$ cat src/hdl/wsd_pkg.sv
`timescale 1ns / 1ps
// Shared types and constants of the work-stealing deque.
package wsd_pkg;

   localparam int ELEMENT_BITS = 32;
   localparam int OCC_BITS     = 11;

   // Result queue between the front and the back end
   localparam int Q_DEPTH    = 4;
   localparam int Q_PTR_BITS = $clog2(Q_DEPTH);
   localparam int Q_CNT_BITS = $clog2(Q_DEPTH + 1);

   typedef enum logic [1:0] {
      CMD_PUSH  = 2'd0,
      CMD_POP   = 2'd1,
      CMD_STEAL = 2'd2
   } cmd_type;

   typedef enum logic [1:0] {
      STATUS_OK    = 2'd0,
      STATUS_EMPTY = 2'd1,
      STATUS_FULL  = 2'd2
   } status_type;

   typedef logic [ELEMENT_BITS-1:0] value_type;
   typedef logic [OCC_BITS-1:0]     occ_type;

   // Everything about one result except the value read from the store
   typedef struct packed {
      status_type status;
      occ_type    occupancy;
      logic       take;
   } desc_type;

endpackage

$ cat src/hdl/wsd_back.sv
`timescale 1ns / 1ps
// Back end: forms each result and holds it in the output register.
module wsd_back #(
   parameter int ENTRY_BITS = 32
) (
   input  logic                               clock,
   input  logic                               reset,
   input  logic                               head_valid,
   input  wsd_pkg::desc_type                  head_desc,
   input  logic [ENTRY_BITS-1:0]              head_data,
   output logic                               pop,
   output logic                               rsp_valid,
   input  logic                               rsp_stall,
   output logic [1:0]                         rsp_status,
   output logic [wsd_pkg::ELEMENT_BITS-1:0]   rsp_taken_value,
   output logic [wsd_pkg::OCC_BITS-1:0]       rsp_occupancy
);

   logic                  valid_ff, valid_in;
   wsd_pkg::status_type   status_ff;
   wsd_pkg::value_type    taken_ff, taken_in;
   wsd_pkg::occ_type      occ_ff;

   // Advance when the output register is free or being emptied
   assign pop      = head_valid && (!valid_ff || !rsp_stall);
   assign taken_in = head_desc.take ? wsd_pkg::value_type'(head_data) : '0;

   always_comb begin
      if (pop) begin
         valid_in = 1'b1;
      end else if (!rsp_stall) begin
         valid_in = 1'b0;
      end else begin
         valid_in = valid_ff;
      end
   end

   always_ff @(posedge clock) begin
      if (reset) begin
         valid_ff <= 1'b0;
      end else begin
         valid_ff <= valid_in;
      end
      if (pop) begin
         status_ff <= head_desc.status;
         taken_ff  <= taken_in;
         occ_ff    <= head_desc.occupancy;
      end
   end

   assign rsp_valid       = valid_ff;
   assign rsp_status      = status_ff;
   assign rsp_taken_value = taken_ff;
   assign rsp_occupancy   = occ_ff;

endmodule

$ cat config.mk
export PLATFORM = sky130hd
export DESIGN_NAME = wsd_back
export DESIGN_NICKNAME = d
export VERILOG_FILES = /design/src/hdl/wsd_pkg.sv /design/src/hdl/wsd_back.sv
export SDC_FILE = /design/constraint.sdc
export NUM_CORES = 1
export LEC_CHECK = 0
export BUFFER_PORTS_ARGS = -buffer_cell sky130_fd_sc_hd__buf_2
export CORE_ASPECT_RATIO = 0.75
export CORE_MARGIN = 10
export CORE_UTILIZATION = 30
export CTS_BUF_LIST = sky130_fd_sc_hd__clkbuf_16
export DETAILED_ROUTE_END_ITERATION = 8
export RECOVER_POWER = 25
export SKIP_LAST_GASP = 1
export SLEW_MARGIN = 5
export SYNTH_ARGS = -nofsm -noshare
export SYNTH_HDL_FRONTEND = slang
export SYNTH_SLANG_ARGS = --single-unit
export TNS_END_PERCENT = 100
$ cat constraint.sdc
create_clock -name clock -period 6.2 [get_ports clock]
set_clock_uncertainty 0.15 [all_clocks]
set_input_delay 0.62 -clock clock [delete_from_list [all_inputs] [get_ports clock]]
set_output_delay 0.62 -clock clock [all_outputs]
set_load 0.05 [all_outputs]
==> metrics.txt <==
total negative slack=0 ns; Clock transition at path regs=0.06 ns; count of warnings emitted by yosys=0; met3 usage=0.0656; # diodes=0; Mapped Cells=84; Fin. Hold Viols=0; htree depth=2; Port Buffers=96; Inserted Clock Buffers=5; commonest non-fill, non-tap cell in the layout=buf_2; die height=84.1 um; Vias per Instance=3.99; router iterations before antenna repair=3; RSZ-0062 raised after global routing=false; starting DRC count in detailed routing=25; met1 Usage GRT=0.0958; Final Wtd Congestion=0.665; Final min period=2.50 ns; vias in the first global route=1232; first-pass GRT wire length=6090 um; GR Util met2=0.123; Worst Setup End Kind=primary output; cts repair resizes=0; most frequent cells in the layout=buf_2, edfxtp_1, and2_2; Avg Cell Area, Syn=19.6 sq um; Post-CTS Setup Bufs=0; Routed Antenna Nets=0; Die ar.=0.00887 sq mm; WL/cell=14.5 um; total power=737 uW; register area share after synthesis=0.835; register area=0.00137 sq mm; relative slew slack=0.367; CTS tree=yes; DR DRC count=0; Hold Crit Class=in2reg; Netlist Area Pre-Place=0.00164 sq mm; WP data required=5.43 ns; die width=105 um; Site Rows=23; antenna violations before repair=0; Max Fclk=0.400 GHz; fin. max-slew vios=0; largest net degree at the start of global routing=47; synthesized flop and latch total=46; synth unique cells=7; Post-Syn Nets=134; # nets final=235; Hold Buf Count CTS=0; multi-input logic area=268 sq um; busiest grt layer=met2; DR vias=1042; WP data arrival=1.73 ns; Peak supply drop=0.129 mV; Leak=1.03 nW; Initial Utilization=0.309; status=finished clean; type of origin of the critical path=input pin; post-layout util=0.443; worst skew pair latency=0.27 ns; total clock sinks=46; global route overflow=0; Routed WL=3790 um; GRT Resource Usage Total=0.0861; CP max FO=46; area grow syn2layout=43.4%; Finished Layout Cells=261; clock root buffer=clkbuf_16; share of layout cells above drive strength 1=0.720; Slew @ Worst Pin=0.950 ns; core area=0.00532 sq mm; final period utilization=0.403; max_cap viols=0; crit path kind=in2out; dpl cells=253; Layout fillers=496; Max clock buf depth=2; I/O pins=97; # setup viols final=0; pwr dens=313 mW/mm^2
-- where the power goes --
part	internal (mW)	switching (mW)	total, mW
clock	0.145	0.0991	0.245
combinational	0.0317	0.0915	0.123
sequential	0.365	0.00455	0.369
total	0.542	0.195	0.737
-- area by class of cell --
| type | count | area share |
|---|---|---|
| flip-flops and latches | 46 | 0.582 |
| repair buffers | 97 | 0.206 |
| multi-input cells | 35 | 0.114 |
| clock buffers | 5 | 0.0531 |
| well taps | 75 | 0.0398 |
| clock inverters | 3 | 0.00531 |
-- through the flow --
| step | hold slack (ns) | instance area (sq um) | worst slack, ns |
|---|---|---|---|
| finish | 0.347 | 2360 | 3.70 |
| global placement | 0.392 | 2220 | 3.68 |
| floorplan | 0.542 | 1640 | 0.449 |
| global route | 0.347 | 2360 | 3.60 |
| detailed placement | 0.396 | 2220 | 3.67 |
| CTS | 0.340 | 2360 | 3.67 |
-- registers in the layout, summed over array words and instances (netlist names) --
name	count
rsp_valid	1
rsp_taken_value	32
rsp_occupancy	11
rsp_status	2
-- Yosys cell counts --
library cell | instances | area, sq um
edfxtp_1 | 45 | 1350
a21oi_1 | 1 | 5.00
nor2_1 | 1 | 3.75
clkbuf_2 | 3 | 15.0
dfxtp_1 | 1 | 20.0
a21boi_0 | 1 | 7.51
and2_2 | 32 | 240
-- worst paths after layout --
kind,start,endpoint,slack (ns),cells past startpoint
max,rsp_stall,pop,3.70,4
min,reset,rsp_valid,0.35,2
max reg2reg,rsp_valid,rsp_occupancy[6],4.71,2
min reg2reg,rsp_valid,rsp_valid,0.40,2
-- worst max-delay path, cell delays in order --
cell,delay [ns]
clkbuf_1,0.11
a21boi_4,0.15
buf_4,0.47
buf_2,0.37
-- logic make-up (layout without fill, tap and decap cells) --
family	Yosys count	after routing	synth area share
flip-flops	46	46	0.835
AND/OR/NAND/NOR	33	33	0.149
buffers and inverters	3	105	0.00914
AO/OA/AOI/OAI	2	2	0.00761
-- routing by layer --
metal,vias to the layer above,part of all wire
met5,-,0
met4,0,0.0050
met3,2,0.15
met2,63,0.42
met1,477,0.42
li1,500,-
Note: power is estimated with default switching activity, not from simulation.
