## config.mk

```make
export PLATFORM = sky130hd
export DESIGN_NAME = wsd_queue
export DESIGN_NICKNAME = d
export VERILOG_FILES = /design/src/hdl/wsd_pkg.sv /design/src/hdl/wsd_queue.sv
export SDC_FILE = /design/constraint.sdc
export NUM_CORES = 1
export LEC_CHECK = 0
export ABC_CLOCK_PERIOD_IN_PS = 2900
export BUFFER_PORTS_ARGS = -buffer_cell sky130_fd_sc_hd__buf_2
export CAP_MARGIN = 30
export CORE_ASPECT_RATIO = 0.9
export CORE_UTILIZATION = 30
export DETAILED_ROUTE_END_ITERATION = 10
export HOLD_SLACK_MARGIN = 0.02
export SYNTH_ARGS = -nofsm -noshare
export SYNTH_HDL_FRONTEND = slang
export SYNTH_SLANG_ARGS = --single-unit
```

## constraint.sdc

```tcl
create_clock -name clock -period 2.9 [get_ports clock]
set_input_delay 0.145 -clock clock [delete_from_list [all_inputs] [get_ports clock]]
set_output_delay 0.145 -clock clock [all_outputs]
set_load 0.05 [all_outputs]
```

## src/hdl/wsd_pkg.sv

```systemverilog
`timescale 1ns / 1ps
// Shared types and constants of the work-stealing deque.
package wsd_pkg;

   localparam int ELEMENT_BITS = 32;
   localparam int OCC_BITS     = 11;

   // Result queue between the front and the back end
   localparam int Q_DEPTH    = 4;
   localparam int Q_PTR_BITS = $clog2(Q_DEPTH);
   localparam int Q_CNT_BITS = $clog2(Q_DEPTH + 1);

   typedef enum logic [1:0] {
      CMD_PUSH  = 2'd0,
      CMD_POP   = 2'd1,
      CMD_STEAL = 2'd2
   } cmd_type;

   typedef enum logic [1:0] {
      STATUS_OK    = 2'd0,
      STATUS_EMPTY = 2'd1,
      STATUS_FULL  = 2'd2
   } status_type;

   typedef logic [ELEMENT_BITS-1:0] value_type;
   typedef logic [OCC_BITS-1:0]     occ_type;

   // Everything about one result except the value read from the store
   typedef struct packed {
      status_type status;
      occ_type    occupancy;
      logic       take;
   } desc_type;

endpackage

```

## src/hdl/wsd_queue.sv

```systemverilog
`timescale 1ns / 1ps
// Short result queue between the front and the back end.
module wsd_queue #(
   parameter int DATA_BITS = 32
) (
   input  logic                               clock,
   input  logic                               reset,
   input  logic                               push,
   input  wsd_pkg::desc_type                  push_desc,
   input  logic [DATA_BITS-1:0]               push_data,
   input  logic                               pop,
   output logic [wsd_pkg::Q_CNT_BITS-1:0]     count,
   output logic                               head_valid,
   output wsd_pkg::desc_type                  head_desc,
   output logic [DATA_BITS-1:0]               head_data
);

   wsd_pkg::desc_type                 desc_ff [wsd_pkg::Q_DEPTH];
   logic [DATA_BITS-1:0]              data_ff [wsd_pkg::Q_DEPTH];
   logic [wsd_pkg::Q_PTR_BITS-1:0]    wr_ptr_ff, wr_ptr_in;
   logic [wsd_pkg::Q_PTR_BITS-1:0]    rd_ptr_ff, rd_ptr_in;
   logic [wsd_pkg::Q_CNT_BITS-1:0]    count_ff, count_in;

   always_comb begin
      wr_ptr_in = push ? wr_ptr_ff + wsd_pkg::Q_PTR_BITS'(1) : wr_ptr_ff;
      rd_ptr_in = pop  ? rd_ptr_ff + wsd_pkg::Q_PTR_BITS'(1) : rd_ptr_ff;
      count_in  = count_ff + wsd_pkg::Q_CNT_BITS'(push) - wsd_pkg::Q_CNT_BITS'(pop);
   end

   always_ff @(posedge clock) begin
      if (reset) begin
         wr_ptr_ff <= '0;
         rd_ptr_ff <= '0;
         count_ff  <= '0;
      end else begin
         wr_ptr_ff <= wr_ptr_in;
         rd_ptr_ff <= rd_ptr_in;
         count_ff  <= count_in;
      end
      if (push) begin
         desc_ff[wr_ptr_ff] <= push_desc;
         data_ff[wr_ptr_ff] <= push_data;
      end
   end

   assign count      = count_ff;
   assign head_valid = (count_ff != '0);
   assign head_desc  = desc_ff[rd_ptr_ff];
   assign head_data  = data_ff[rd_ptr_ff];

endmodule

```

==> reports/results.ini <==
[timing]
setup_violations=0
worstMarginPinSlew_ns=0.6942
relSlewSlack=0.5372
skew_ns=0.003527
finalCriticalPeriod_ns=2.356
clock.fmax_ghz=0.4245
slew_viol_final=0
period_share=0.8123
rsz0062_at_grt=false
final.setup.tns_ns=0
finalHoldViolCount=0
setup_slack_ns=0.5442
fin_hold_ws_ns=0.06220

[placement]
dp_cells=680
port-buffer-count=99
place_congestion=0.6742
dp_hpwl_um=8090
dp_slack_ns=0.9161
placed_area_um2=8011

[die]
dieArea_um2=24400
start_util=0.3056
boundaryPins=100
die_height_um=148.3
rows=53
die_w_um=164.6
core-area_um2=23340

[global_routing]
grt_start_max_net_pins=30
antenna_found_initial=0
first_global_vias=3582
gr-total-overflow=0
grt_util_all_layers=0.1149
grt_pass1_wl_um=20280

[worst_setup_path]
slowest_stage=dfxtp_4
reg2regPathDepth=4
reg2reg_from=wr_ptr_ff[0]
crit_arrival_ns=2.21
required_ns=2.76
critical_path_class=reg -> out
setup.worst_path.end_class=primary output
slowest_delay_ns=0.62
cp_cell_sequence=buf_12, mux4_1, buf_2
startpoint_type=register
reg2reg_to=data_ff[2][9]
cp_max_fo=28
rrSetupSlack_ns=1.12

[cts]
cts_sinks=193
ctsHtreeMaxLevel=4
post_cts_buffers=0
cts_tree=yes
clk_path_buf_depth=2
cts_root_buf=clkbuf_16
clock_latency_ns=0.42
path_clk_slew_ns=0.07
hold_buffers=47
cts_resized=0
cts_inserted_buffers=17

[detailed_routing]
drt_iter0_drc=169
drt_wl_total_um=13190
via_per_inst=4.398
vias=3334
drc_errors=0
first_pass_iters=4
antenna_left=0
routedWlPerCell_um=17.41

[finish]
fillers=2112
antennaDiodeCount=0
fin_area_um2=9096
layout_commonest_cell=edfxtp_1
fin_nets=501
postLayoutCoreUtil=0.3897
final_cell_mix=184 x edfxtp_1, 99 x buf_2, 47 x dlygate4sd3_1
layout.cells.non_filler=758
syn2layout_area_growth_pct=27.50
drive_gt1_frac=0.4013

[pwr]
power.total_mw=6.693
leakage_nw=3.117
p_per_area_nw_per_um2=735.8
ir_worst_vdd_v=0.0003031

[synth]
synth_area_leaders=edfxtp_1 77%, mux4_2 13%, dfxtp_1 2.5%, mux4_1 2.2%, buf_12 1.1%
ys_warn_count=0
synth_top_area_frac=0.7745
seq_area_frac_synth=0.7997
synth.distinct_cells=21
syn-cell-area_um2=7134
synth_area_per_cell_um2=25.39
netlist_instances=281
ys_ff_latch=193
yosysTopAreaCell=edfxtp_1
syn-num-nets=338

[hold_path]
worstHoldStart=pop
hold_path.class=in -> reg
hold_path_depth=3

[run]
max-cap-violations=0

[outcome]
outcome=completed

kinds of logic after synthesis:
kind of cell | Yosys count | synth area share
flops | 193 | 0.7997
mux | 47 | 0.1498
buf+inv | 16 | 0.01947
simple gates | 13 | 0.009822
fa+ha+maj | 7 | 0.01333
xor+xnor | 3 | 0.005787
compound gates | 2 | 0.002104
power breakdown:
group	internal (mW)	total [mW]	switching (mW)
clock	1.45	2.43	0.984
sequential	3.20	3.27	0.0645
combinational	0.344	0.998	0.654
final cells by class:
class / count / area, µm² / area share
Sequential cell: 193 / 5710 / 0.6278
Timing Repair Buffer: 154 / 1076 / 0.1183
Inverter: 6 / 22.52 / 0.002476
Multi-Input combinational cell: 72 / 1295 / 0.1424
Tap cell: 302 / 377.9 / 0.04154
Clock buffer: 18 / 429.2 / 0.04718
Clock inverter: 13 / 185.2 / 0.02036
synthesized netlist by cell type:
cell / n
buf_2: 4
nor2_1: 5
mux4_1: 6
mux4_2: 40
xnor2_1: 2
mux2i_1: 1
buf_12: 4
nor2b_1: 2
a21bo_2: 1
or3_1: 1
inv_1: 6
buf_6: 1
clkbuf_2: 1
fa_1: 1
dfxtp_1: 9
xor3_1: 1
edfxtp_1: 184
nand3b_1: 1
a21oi_1: 1
and2_1: 4
ha_1: 6
layer usage:
layer,global-route usage,up-vias,part of all wire
met3,0.03235,7,0.038
met1,0.1454,1753,0.45
li1,-,1511,-
met5,0,-,0
met2,0.1895,63,0.50
met4,0.03853,0,0.0093
how the worst max path moves through the flow:
| stage | from | slack [ns] | cells after the start | to |
|---|---|---|---|---|
| after floorplan | wr_ptr_ff[0] | 0.85 | 3 | data_ff[2][0] |
| after global placement | register | 0.94 | 3 | head_data[0] |
| after detailed placement | register | 0.92 | 3 | head_data[0] |
| after CTS | register | 0.45 | 3 | head_data[0] |
| after global routing | register | 0.38 | 3 | head_data[0] |
| final | register | 0.54 | 3 | head_data[3] |
critical path: cells and delay by family, from the launching register on:
kind     cells  cell delay [ns]
flops        1             0.62
mux          1             0.60
buf+inv      2             0.52
state kept, by name (all words and copies together), names as in the netlist, named ones only:
name	flops
data_ff	128
desc_ff	56
count	3
rd_ptr_ff	2
wr_ptr_ff	2
Power figures use the tool's default switching activity.
