File: src/hdl/wsd_pkg.sv
`timescale 1ns / 1ps
// Shared types and constants of the work-stealing deque.
package wsd_pkg;

   localparam int ELEMENT_BITS = 32;
   localparam int OCC_BITS     = 11;

   // Result queue between the front and the back end
   localparam int Q_DEPTH    = 4;
   localparam int Q_PTR_BITS = $clog2(Q_DEPTH);
   localparam int Q_CNT_BITS = $clog2(Q_DEPTH + 1);

   typedef enum logic [1:0] {
      CMD_PUSH  = 2'd0,
      CMD_POP   = 2'd1,
      CMD_STEAL = 2'd2
   } cmd_type;

   typedef enum logic [1:0] {
      STATUS_OK    = 2'd0,
      STATUS_EMPTY = 2'd1,
      STATUS_FULL  = 2'd2
   } status_type;

   typedef logic [ELEMENT_BITS-1:0] value_type;
   typedef logic [OCC_BITS-1:0]     occ_type;

   // Everything about one result except the value read from the store
   typedef struct packed {
      status_type status;
      occ_type    occupancy;
      logic       take;
   } desc_type;

endpackage

File: src/hdl/wsd_front.sv
`timescale 1ns / 1ps
// Front end: accepts commands, keeps the indices and issues store accesses.
module wsd_front #(
   parameter int DEPTH      = 1024,
   parameter int ENTRY_BITS = 32
) (
   input  logic                                clock,
   input  logic                                reset,
   input  logic                                req_valid,
   output logic                                req_stall,
   input  logic [1:0]                          req_command,
   input  logic [wsd_pkg::ELEMENT_BITS-1:0]    req_element,
   input  logic [wsd_pkg::Q_CNT_BITS-1:0]      q_count,
   output logic                                ram_en,
   output logic                                ram_we,
   output logic [$clog2(DEPTH)-1:0]            ram_addr,
   output logic [ENTRY_BITS-1:0]               ram_wdata,
   output logic                                q_push,
   output wsd_pkg::desc_type                   q_desc
);

   localparam int SW = $clog2(DEPTH);
   localparam int CW = $clog2(DEPTH + 1);

   logic [SW-1:0] top_ff, top_in;
   logic [SW-1:0] bottom_ff, bottom_in;
   logic [CW-1:0] count_ff, count_in;
   logic          s1_valid_ff, s1_valid_in;
   wsd_pkg::desc_type s1_desc_ff, s1_desc_in;

   logic [SW-1:0] top_inc, bottom_inc, bottom_dec;
   logic          full, empty, accept;

   assign top_inc    = (top_ff == SW'(DEPTH - 1)) ? '0 : top_ff + SW'(1);
   assign bottom_inc = (bottom_ff == SW'(DEPTH - 1)) ? '0 : bottom_ff + SW'(1);
   assign bottom_dec = (bottom_ff == '0) ? SW'(DEPTH - 1) : bottom_ff - SW'(1);
   assign full       = (count_ff == CW'(DEPTH));
   assign empty      = (count_ff == '0);

   // Hold off while the queue could not absorb one more result
   assign req_stall = ((q_count + wsd_pkg::Q_CNT_BITS'(s1_valid_ff))
                       >= wsd_pkg::Q_CNT_BITS'(wsd_pkg::Q_DEPTH));
   assign accept    = req_valid && !req_stall;

   always_comb begin
      top_in               = top_ff;
      bottom_in            = bottom_ff;
      count_in             = count_ff;
      ram_en               = 1'b0;
      ram_we               = 1'b0;
      ram_addr             = bottom_ff;
      ram_wdata            = ENTRY_BITS'(req_element);
      s1_desc_in.status    = wsd_pkg::STATUS_OK;
      s1_desc_in.take      = 1'b0;
      if (accept) begin
         unique case (req_command)
            wsd_pkg::CMD_PUSH: begin
               if (full) begin
                  s1_desc_in.status = wsd_pkg::STATUS_FULL;
               end else begin
                  ram_en    = 1'b1;
                  ram_we    = 1'b1;
                  bottom_in = bottom_inc;
                  count_in  = count_ff + CW'(1);
               end
            end
            wsd_pkg::CMD_POP: begin
               if (empty) begin
                  s1_desc_in.status = wsd_pkg::STATUS_EMPTY;
               end else begin
                  ram_en          = 1'b1;
                  ram_addr        = bottom_dec;
                  bottom_in       = bottom_dec;
                  count_in        = count_ff - CW'(1);
                  s1_desc_in.take = 1'b1;
               end
            end
            wsd_pkg::CMD_STEAL: begin
               if (empty) begin
                  s1_desc_in.status = wsd_pkg::STATUS_EMPTY;
               end else begin
                  ram_en          = 1'b1;
                  ram_addr        = top_ff;
                  top_in          = top_inc;
                  count_in        = count_ff - CW'(1);
                  s1_desc_in.take = 1'b1;
               end
            end
            default: begin
               // unused code: leave everything as it is
            end
         endcase
      end
      s1_desc_in.occupancy = wsd_pkg::occ_type'(count_in);
      s1_valid_in          = accept;
   end

   always_ff @(posedge clock) begin
      if (reset) begin
         top_ff      <= '0;
         bottom_ff   <= '0;
         count_ff    <= '0;
         s1_valid_ff <= 1'b0;
      end else begin
         top_ff      <= top_in;
         bottom_ff   <= bottom_in;
         count_ff    <= count_in;
         s1_valid_ff <= s1_valid_in;
      end
      s1_desc_ff <= s1_desc_in;
   end

   // The store's read data lines up with this stage
   assign q_push = s1_valid_ff;
   assign q_desc = s1_desc_ff;

endmodule

File: config.mk
export PLATFORM = sky130hd
export DESIGN_NAME = wsd_front
export DESIGN_NICKNAME = d
export VERILOG_FILES = /design/src/hdl/wsd_pkg.sv /design/src/hdl/wsd_front.sv
export SDC_FILE = /design/constraint.sdc
export NUM_CORES = 1
export LEC_CHECK = 0
export ABC_AREA = 0
export BUFFER_PORTS_ARGS = -buffer_cell sky130_fd_sc_hd__buf_2
export CAP_MARGIN = 20
export CORE_MARGIN = 4
export CORE_UTILIZATION = 40
export DETAILED_ROUTE_END_ITERATION = 10
export PLACE_DENSITY_LB_ADDON = 0.08
export SLEW_MARGIN = 0
export SYNTH_ARGS = -nofsm -noshare
export SYNTH_HDL_FRONTEND = slang
export SYNTH_SLANG_ARGS = --single-unit
File: constraint.sdc
create_clock -name clock -period 3.29 [get_ports clock]
set_clock_uncertainty 0.15 [all_clocks]
set_input_delay 0.4935 -clock clock [delete_from_list [all_inputs] [get_ports clock]]
set_output_delay 0.4935 -clock clock [all_outputs]
set_load 0.05 [all_outputs]
==> impl_metrics.ini, run 1 <==
[run_status]
status = finished, final reports clean

[setup_path]
crit_path_max_fanout = 7
crit_path_end_kind = output pin
r2r_start = count_ff[8]$_SDFF_PP0_
critPathBufInv = 4
rr_worst_depth = 6
crit_family = buffers and inverters
path_common_cell = buf_4
crit_arrival_ns = 2.53
reg2reg_setup_slack_ns = 0.68
startpoint_type = flop
timing.rr.end = top_ff[9]$_SDFFE_PP0P_
slowest_stage = or3b_4
worst-endpoint-required_ns = 2.65
slowest_delay_ns = 0.45
path_cells = inv_1, ha_2, or3b_4, buf_4, o31ai_1, buf_4, nor3_1, o21ai_0, a221o_1, buf_4
crit_type = reg2out

[global_route]
groute.usage.overall = 0.1989
grt_pass1_wl_um = 16420
use_met2 = 0.3017
met1_usage = 0.2918
use_met3 = 0.03405
grt_pass1_vias = 3222
grt_max_degree = 20
antenna_found_initial = 0
grt_overflow_total = 0
grt.busiest_layer = met2

[finish]
nets = 496
syn_to_final_growth_pct = 8.294
diodes = 0
finalNonFillerCells = 553
final_area_mm2 = 0.003676
fin_util = 0.4474
drive_above_1_share = 0.1875
fill_cells = 852

[clocking]
cts_sinks = 46
cts_hold_buf = 0
clk_latency_ns = 0.30
clk_pin_slew_ns = 0.09
clock_path_buffers = 2
cts_buffers = 5
htree_levels = 2
root_buffer = clkbuf_8
cts_tree = done

[timing]
slew_viol_final = 0
max_clock_freq_ghz = 0.3152
worst_slew_pin_slew_ns = 0.5618
rsz0062_at_grt = no
period_share = 0.9642
hold_viol_final = 0
layout_min_cycle_time_ns = 3.172
slew_headroom = 0.6220
final-setup-viol-count = 0

[placement]
dp_cells = 544
placedInstanceArea_mm2 = 0.003530
place.gp.congestion = 0.9456
hpwl_um = 7480
portBuffers = 35

[logic_synthesis]
async_reset_ff_frac = 0
synthTopCellsByArea = dfxtp_1 27%, buf_4 7.1%, a21oi_1 4.6%
syn_area_mm2 = 0.003395
synth_most_common_cell = dfxtp_1
synth-seq-cells = 46
synthTopCellsByCount = 46 x dfxtp_1, 32 x buf_4, 31 x a21oi_1
synthCells = 443
syn-num-nets = 492
avgSynthCellArea_um2 = 7.663
yosys_warnings = 0
synth_edf_count = 0
synthFlopType = dfxtp_1
synth_top_cell_by_area = dfxtp_1
netlist.area_leader.share = 0.2713
seq_area_frac_synth = 0.2713
ys_types = 63

[floorplanning]
core_area_mm2 = 0.008217
ios = 100
die_height_um = 100.1
start_util = 0.4131
die_w_um = 100.1
dieArea_mm2 = 0.01002
rows = 33

[power]
leakagePower_uw = 0.001444
power.density_mw_per_mm2 = 398.5
p_total_uw = 1465
ir_worst_vdd_mv = 0.1734

[job]
max_cap_viol_count = 0

[hold_path]
hp-start = top_ff[9]$_SDFFE_PP0P_
hp-class = reg2reg
min_path_cells = 2
holdPathEnd = top_ff[9]$_SDFFE_PP0P_

[route]
dr_total_vias = 3419
ant_nets = 0
wire_per_inst_um = 18.38
first_pass_iters = 5
drt-initial-drc-count = 333
wl_um = 10170
drc = 0
viasPerCell = 6.183
[timing repair]
item / in CTS / in global routing
endpoints found under the hold margin: 0 / 0
setup buffers: 0 / 1
gates resized for setup: 4 / 8
endpoints found under the setup margin: 5 / 10
[per-stage QoR]
stage | hold WS (ns) | worst slack (ns) | setup TNS (ns)
2_1_floorplan | 0.3153 | -0.09232 | -0.2770
3_3_place_gp | 0.3559 | 0.2688 | 0
3_5_place_dp | 0.3624 | 0.1956 | 0
4_1_cts | 0.3767 | 0.002234 | 0
5_1_grt | 0.3944 | 0.009755 | 0
6_report | 0.3726 | 0.1179 | 0
[metal layers]
| metal | up-vias | part of all wire |
|---|---|---|
| met2 | 113 | 0.44 |
| li1 | 1654 | - |
| met4 | 0 | 0.013 |
| met3 | 22 | 0.064 |
| met5 | - | 0 |
| met1 | 1630 | 0.48 |
[layout by cell type (no fill, tap or decap), types with 11 or more instances in the layout]
cell type,synthesis,layout
nand4_1,14,14
inv_1,16,16
buf_2,4,30
o21ai_0,26,22
dfxtp_1,46,46
nor2_1,27,27
buf_4,32,30
a21oi_1,31,31
nand2_1,19,19
nor3_1,12,11
nand3_1,22,22
o31ai_1,12,12
[tightest hold or removal path, cell delays in order, from the launching register on]
cell and delay (ns):
dfxtp_1 0.35, o31ai_1 0.08, a21oi_1 0.06
[worst max path at each step]
stage | cells past startpoint | slack (ns) | start | end
after floorplan | 6 | -0.09 | q_push$_SDFF_PP0_ | ram_addr[2]
after global placement | 8 | 0.27 | q_count[0] | ram_addr[6]
after detailed placement | 8 | 0.20 | q_count[0] | ram_addr[5]
after CTS | 9 | 0.002 | count_ff[0]$_SDFF_PP0_ | ram_addr[8]
after global routing | 10 | 0.01 | count_ff[0]$_SDFF_PP0_ | ram_addr[4]
final | 10 | 0.12 | count_ff[0]$_SDFF_PP0_ | ram_addr[4]
[logic make-up (layout without fill, tap and decap cells)]
group / Yosys count / in the layout / share of synthesized area
compound gates: 140 / 140 / 0.2798
xor+xnor: 9 / 9 / 0.02322
fa+ha+maj: 9 / 9 / 0.03317
buf+inv: 82 / 87 / 0.1297
flops: 46 / 46 / 0.2713
mux: 4 / 4 / 0.01216
simple gates: 153 / 153 / 0.2506
[cell type report]
cell class                      instances  area [um2]  area share
Sequential cell                        46       920.9      0.2505
Multi-Input combinational cell        315        2074      0.5643
Timing Repair Buffer                   63       397.9      0.1082
Clock buffer                            7       86.33     0.02349
Clock inverter                          1       5.005    0.001361
Tap cell                              105       131.4     0.03574
Inverter                               16       60.06     0.01634
[registers in the layout, indices dropped and copies added, names as in the netlist]
register and count:
bottom_ff 10, count_ff 11, q_desc 14, q_push 1, top_ff 10
[where the power goes]
part / internal, uW / leakage [uW] / total [uW] / switching (uW)
combinational: 177 / 0.00102 / 497 / 319
sequential: 576 / 0.000372 / 595 / 19.5
clock: 170 / 0.0000482 / 373 / 202
No activity file was read; power rests on OpenSTA's default activity.
==> run 2: changes to the inputs <==
--- a/config.mk
+++ b/config.mk
@@ -5,7 +5,7 @@
 export SDC_FILE = /design/constraint.sdc
 export NUM_CORES = 1
 export LEC_CHECK = 0
-export ABC_AREA = 0
+export ABC_AREA = 1
 export BUFFER_PORTS_ARGS = -buffer_cell sky130_fd_sc_hd__buf_2
 export CAP_MARGIN = 20
 export CORE_MARGIN = 4
==> run 2 against run 1 <==
Compared with the run above:
- die area grew 7.5%
- sequential power increased by 5.4%
- sequential share of layout area down 0.44 points
- worst hold slack got worse by 0.027 ns
- largest power group unchanged
- clock power increased by 15%
- critical path type unchanged
- via count shrank 0.20%
- utilization shrank 2.3 points
- critical path depth grew 1
- critical endpoint is now ram_addr[1]
==> impl_metrics.ini, run 2 <==
[power]
clock_power_share = 0.265
switching_share = 0.3961
ir_worst_vdd_mv = 0.1502
p_seq_frac = 0.388
leakagePower_uw = 0.001818
p_int_uw = 976.2
combPwrFrac = 0.347
p_switching_uw = 640.3
power.density_mw_per_mm2 = 432.1

[placement]
portBuffers = 35
hpwl_um = 7313
placedInstanceArea_mm2 = 0.003631
place.gp.congestion = 0.8606

[timing]
max_clock_freq_ghz = 0.3244
slew_headroom = 0.6163
period_share = 0.9370
final-setup-viol-count = 0
rsz0062_at_grt = no
layout_min_cycle_time_ns = 3.083
setup_tns_ns = 0
worst_slew_pin_slew_ns = 0.5755
slew_viol_final = 0
hold_viol_final = 0

[clocking]
htree_levels = 2
cts_tree = done
clock_path_buffers = 2
cts_hold_buf = 0
root_buffer = clkbuf_8
clk_pin_slew_ns = 0.10
cts_resized = 0
clk_latency_ns = 0.30
cts_buffers = 5
cts_sinks = 46
post-cts-setup-buffers = 0

[finish]
fill_cells = 986
fin_util = 0.4248
multi_input_area_mm2 = 0.002103
drive_above_1_share = 0.1578
nets = 612
final_cell_mix = 143 x nand2_1, 68 x inv_1, 65 x nor2_1, 49 x nand3_1, 46 x dfxtp_1
seq_area_um2 = 920.9
syn_to_final_growth_pct = 1.943
final_common_cell = nand2_1
diodes = 0
largest_register_ffs = 14
final_area_mm2 = 0.003741

[route]
ant_nets = 0
drt-initial-drc-count = 139
viasPerCell = 5.077
wl_um = 9511
wire_per_inst_um = 14.15
first_pass_iters = 4
drc = 0
dr_total_vias = 3412

[setup_path]
crit_arrival_ns = 2.44
worst-endpoint-required_ns = 2.65
crit_path_max_fanout = 35
startpoint_type = flop
crit_path_end_kind = output pin
crit_type = reg2out

[floorplanning]
rows = 34
die_height_um = 103.8
ios = 100
die_w_um = 103.8
dieArea_mm2 = 0.01077
start_util = 0.4167
core_area_mm2 = 0.008806

[global_route]
groute.usage.overall = 0.1785
grt_pass1_vias = 3360
grt_max_degree = 36
grt_pass1_wl_um = 16330
antenna_found_initial = 0
grt_overflow_total = 0

[logic_synthesis]
async_reset_ff_frac = 0
synthFlopType = dfxtp_1
synth_edf_count = 0
synthTopCellsByCount = 143 x nand2_1, 68 x inv_1, 65 x nor2_1
synthTopCellsByArea = dfxtp_1 25%, nand2_1 15%, buf_4 7.2%
seq_area_frac_synth = 0.2509
synth-seq-cells = 46
synth_top_cell_by_area = dfxtp_1
yosys_warnings = 0
synth_most_common_cell = nand2_1
syn-num-nets = 619
avgSynthCellArea_um2 = 6.438
netlist.area_leader.share = 0.2509
synthCells = 570
ys_types = 36
syn_area_mm2 = 0.003670

[hold_path]
hp-class = reg2reg

[run_status]
status = finished, final reports clean

[job]
max_cap_viol_count = 0
[run 2: cell count changes in the layout (fill, tap and decap cells not counted), moves of 9 or more]
cell	previous run	this run
a21oi_1	31	19
a31oi_1	10	0
and3_1	9	0
buf_4	30	4
inv_1	16	68
nand2_1	19	143
nand3_1	22	49
nand3_2	0	10
nor2_1	27	65
o31ai_1	12	0
or3_1	10	0
[run 2: area by class of cell]
class | instances | share of cell area
clock buffers | 6 | 0.01940
repair buffers | 39 | 0.05485
inverters | 71 | 0.07124
flip-flops and latches | 46 | 0.2462
well taps | 108 | 0.03612
clock inverters | 2 | 0.01003
multi-input cells | 400 | 0.5622
[run 2: routing by layer]
layer / vias up / wire, um / global-route usage
met5: - / 0 / 0
met3: 26 / 405 / 0.03358
met4: 0 / 181 / 0.04179
met1: 1543 / 4350 / 0.2338
li1: 1778 / - / -
met2: 65 / 4573 / 0.3042
[run 2: stage by stage]
stage	hold WS [ns]	power (uW)	setup slack [ns]	instances
after floorplan	0.3059	1205	0.3498	570
after global placement	0.3223	1203	0.5818	664
after detailed placement	0.3284	1203	0.5220	664
after CTS	0.3463	1639	0.1801	672
after global routing	0.3704	1723	0.01888	672
final	0.3452	1617	0.2074	672
[run 2: path summary, 6_finish.rpt]
kind | startpoint | endpoint | slack, ns | depth (start not counted)
worst min register to register | top_ff[4]$_SDFFE_PP0P_ | top_ff[4]$_SDFFE_PP0P_ | 0.35 | 2
worst min-delay path | top_ff[4]$_SDFFE_PP0P_ | top_ff[4]$_SDFFE_PP0P_ | 0.35 | 2
worst max-delay path | count_ff[0]$_SDFF_PP0_ | ram_addr[1] | 0.21 | 11
worst max register to register | count_ff[0]$_SDFF_PP0_ | top_ff[3]$_SDFFE_PP0P_ | 1.08 | 8
[run 2: cells by family (layout without fill, tap and decap cells)]
kind of cell / after synthesis / count (layout) / synth area share
AND/OR/NAND/NOR: 318 / 318 / 0.4197
buffers and inverters: 124 / 118 / 0.1759
adder cells (fa/ha/maj): 9 / 9 / 0.03069
flip-flops: 46 / 46 / 0.2509
AO/OA/AOI/OAI: 67 / 67 / 0.1084
XOR/XNOR: 6 / 6 / 0.01432
[run 2: power groups by stage]
| stage | Clock [uW] | Combinational [uW] | Sequential (uW) |
|---|---|---|---|
| after detailed placement | 0 | 562 | 641 |
| after floorplan | 0 | 519 | 686 |
| after global placement | 0 | 562 | 641 |
| after CTS | 447 | 564 | 628 |
| after global routing | 465 | 624 | 634 |
| final | 429 | 560 | 627 |
[run 2: worst max-delay path: stages, from the launching register on]
cell and delay (ns):
dfxtp_1 0.33, inv_1 0.10, ha_1 0.26, nand3_4 0.13, nor2_8 0.21, nand2_8 0.22
inv_1 0.21, nand3_1 0.08, o21ai_0 0.09, nor2_1 0.05, a21boi_1 0.15, buf_2 0.29
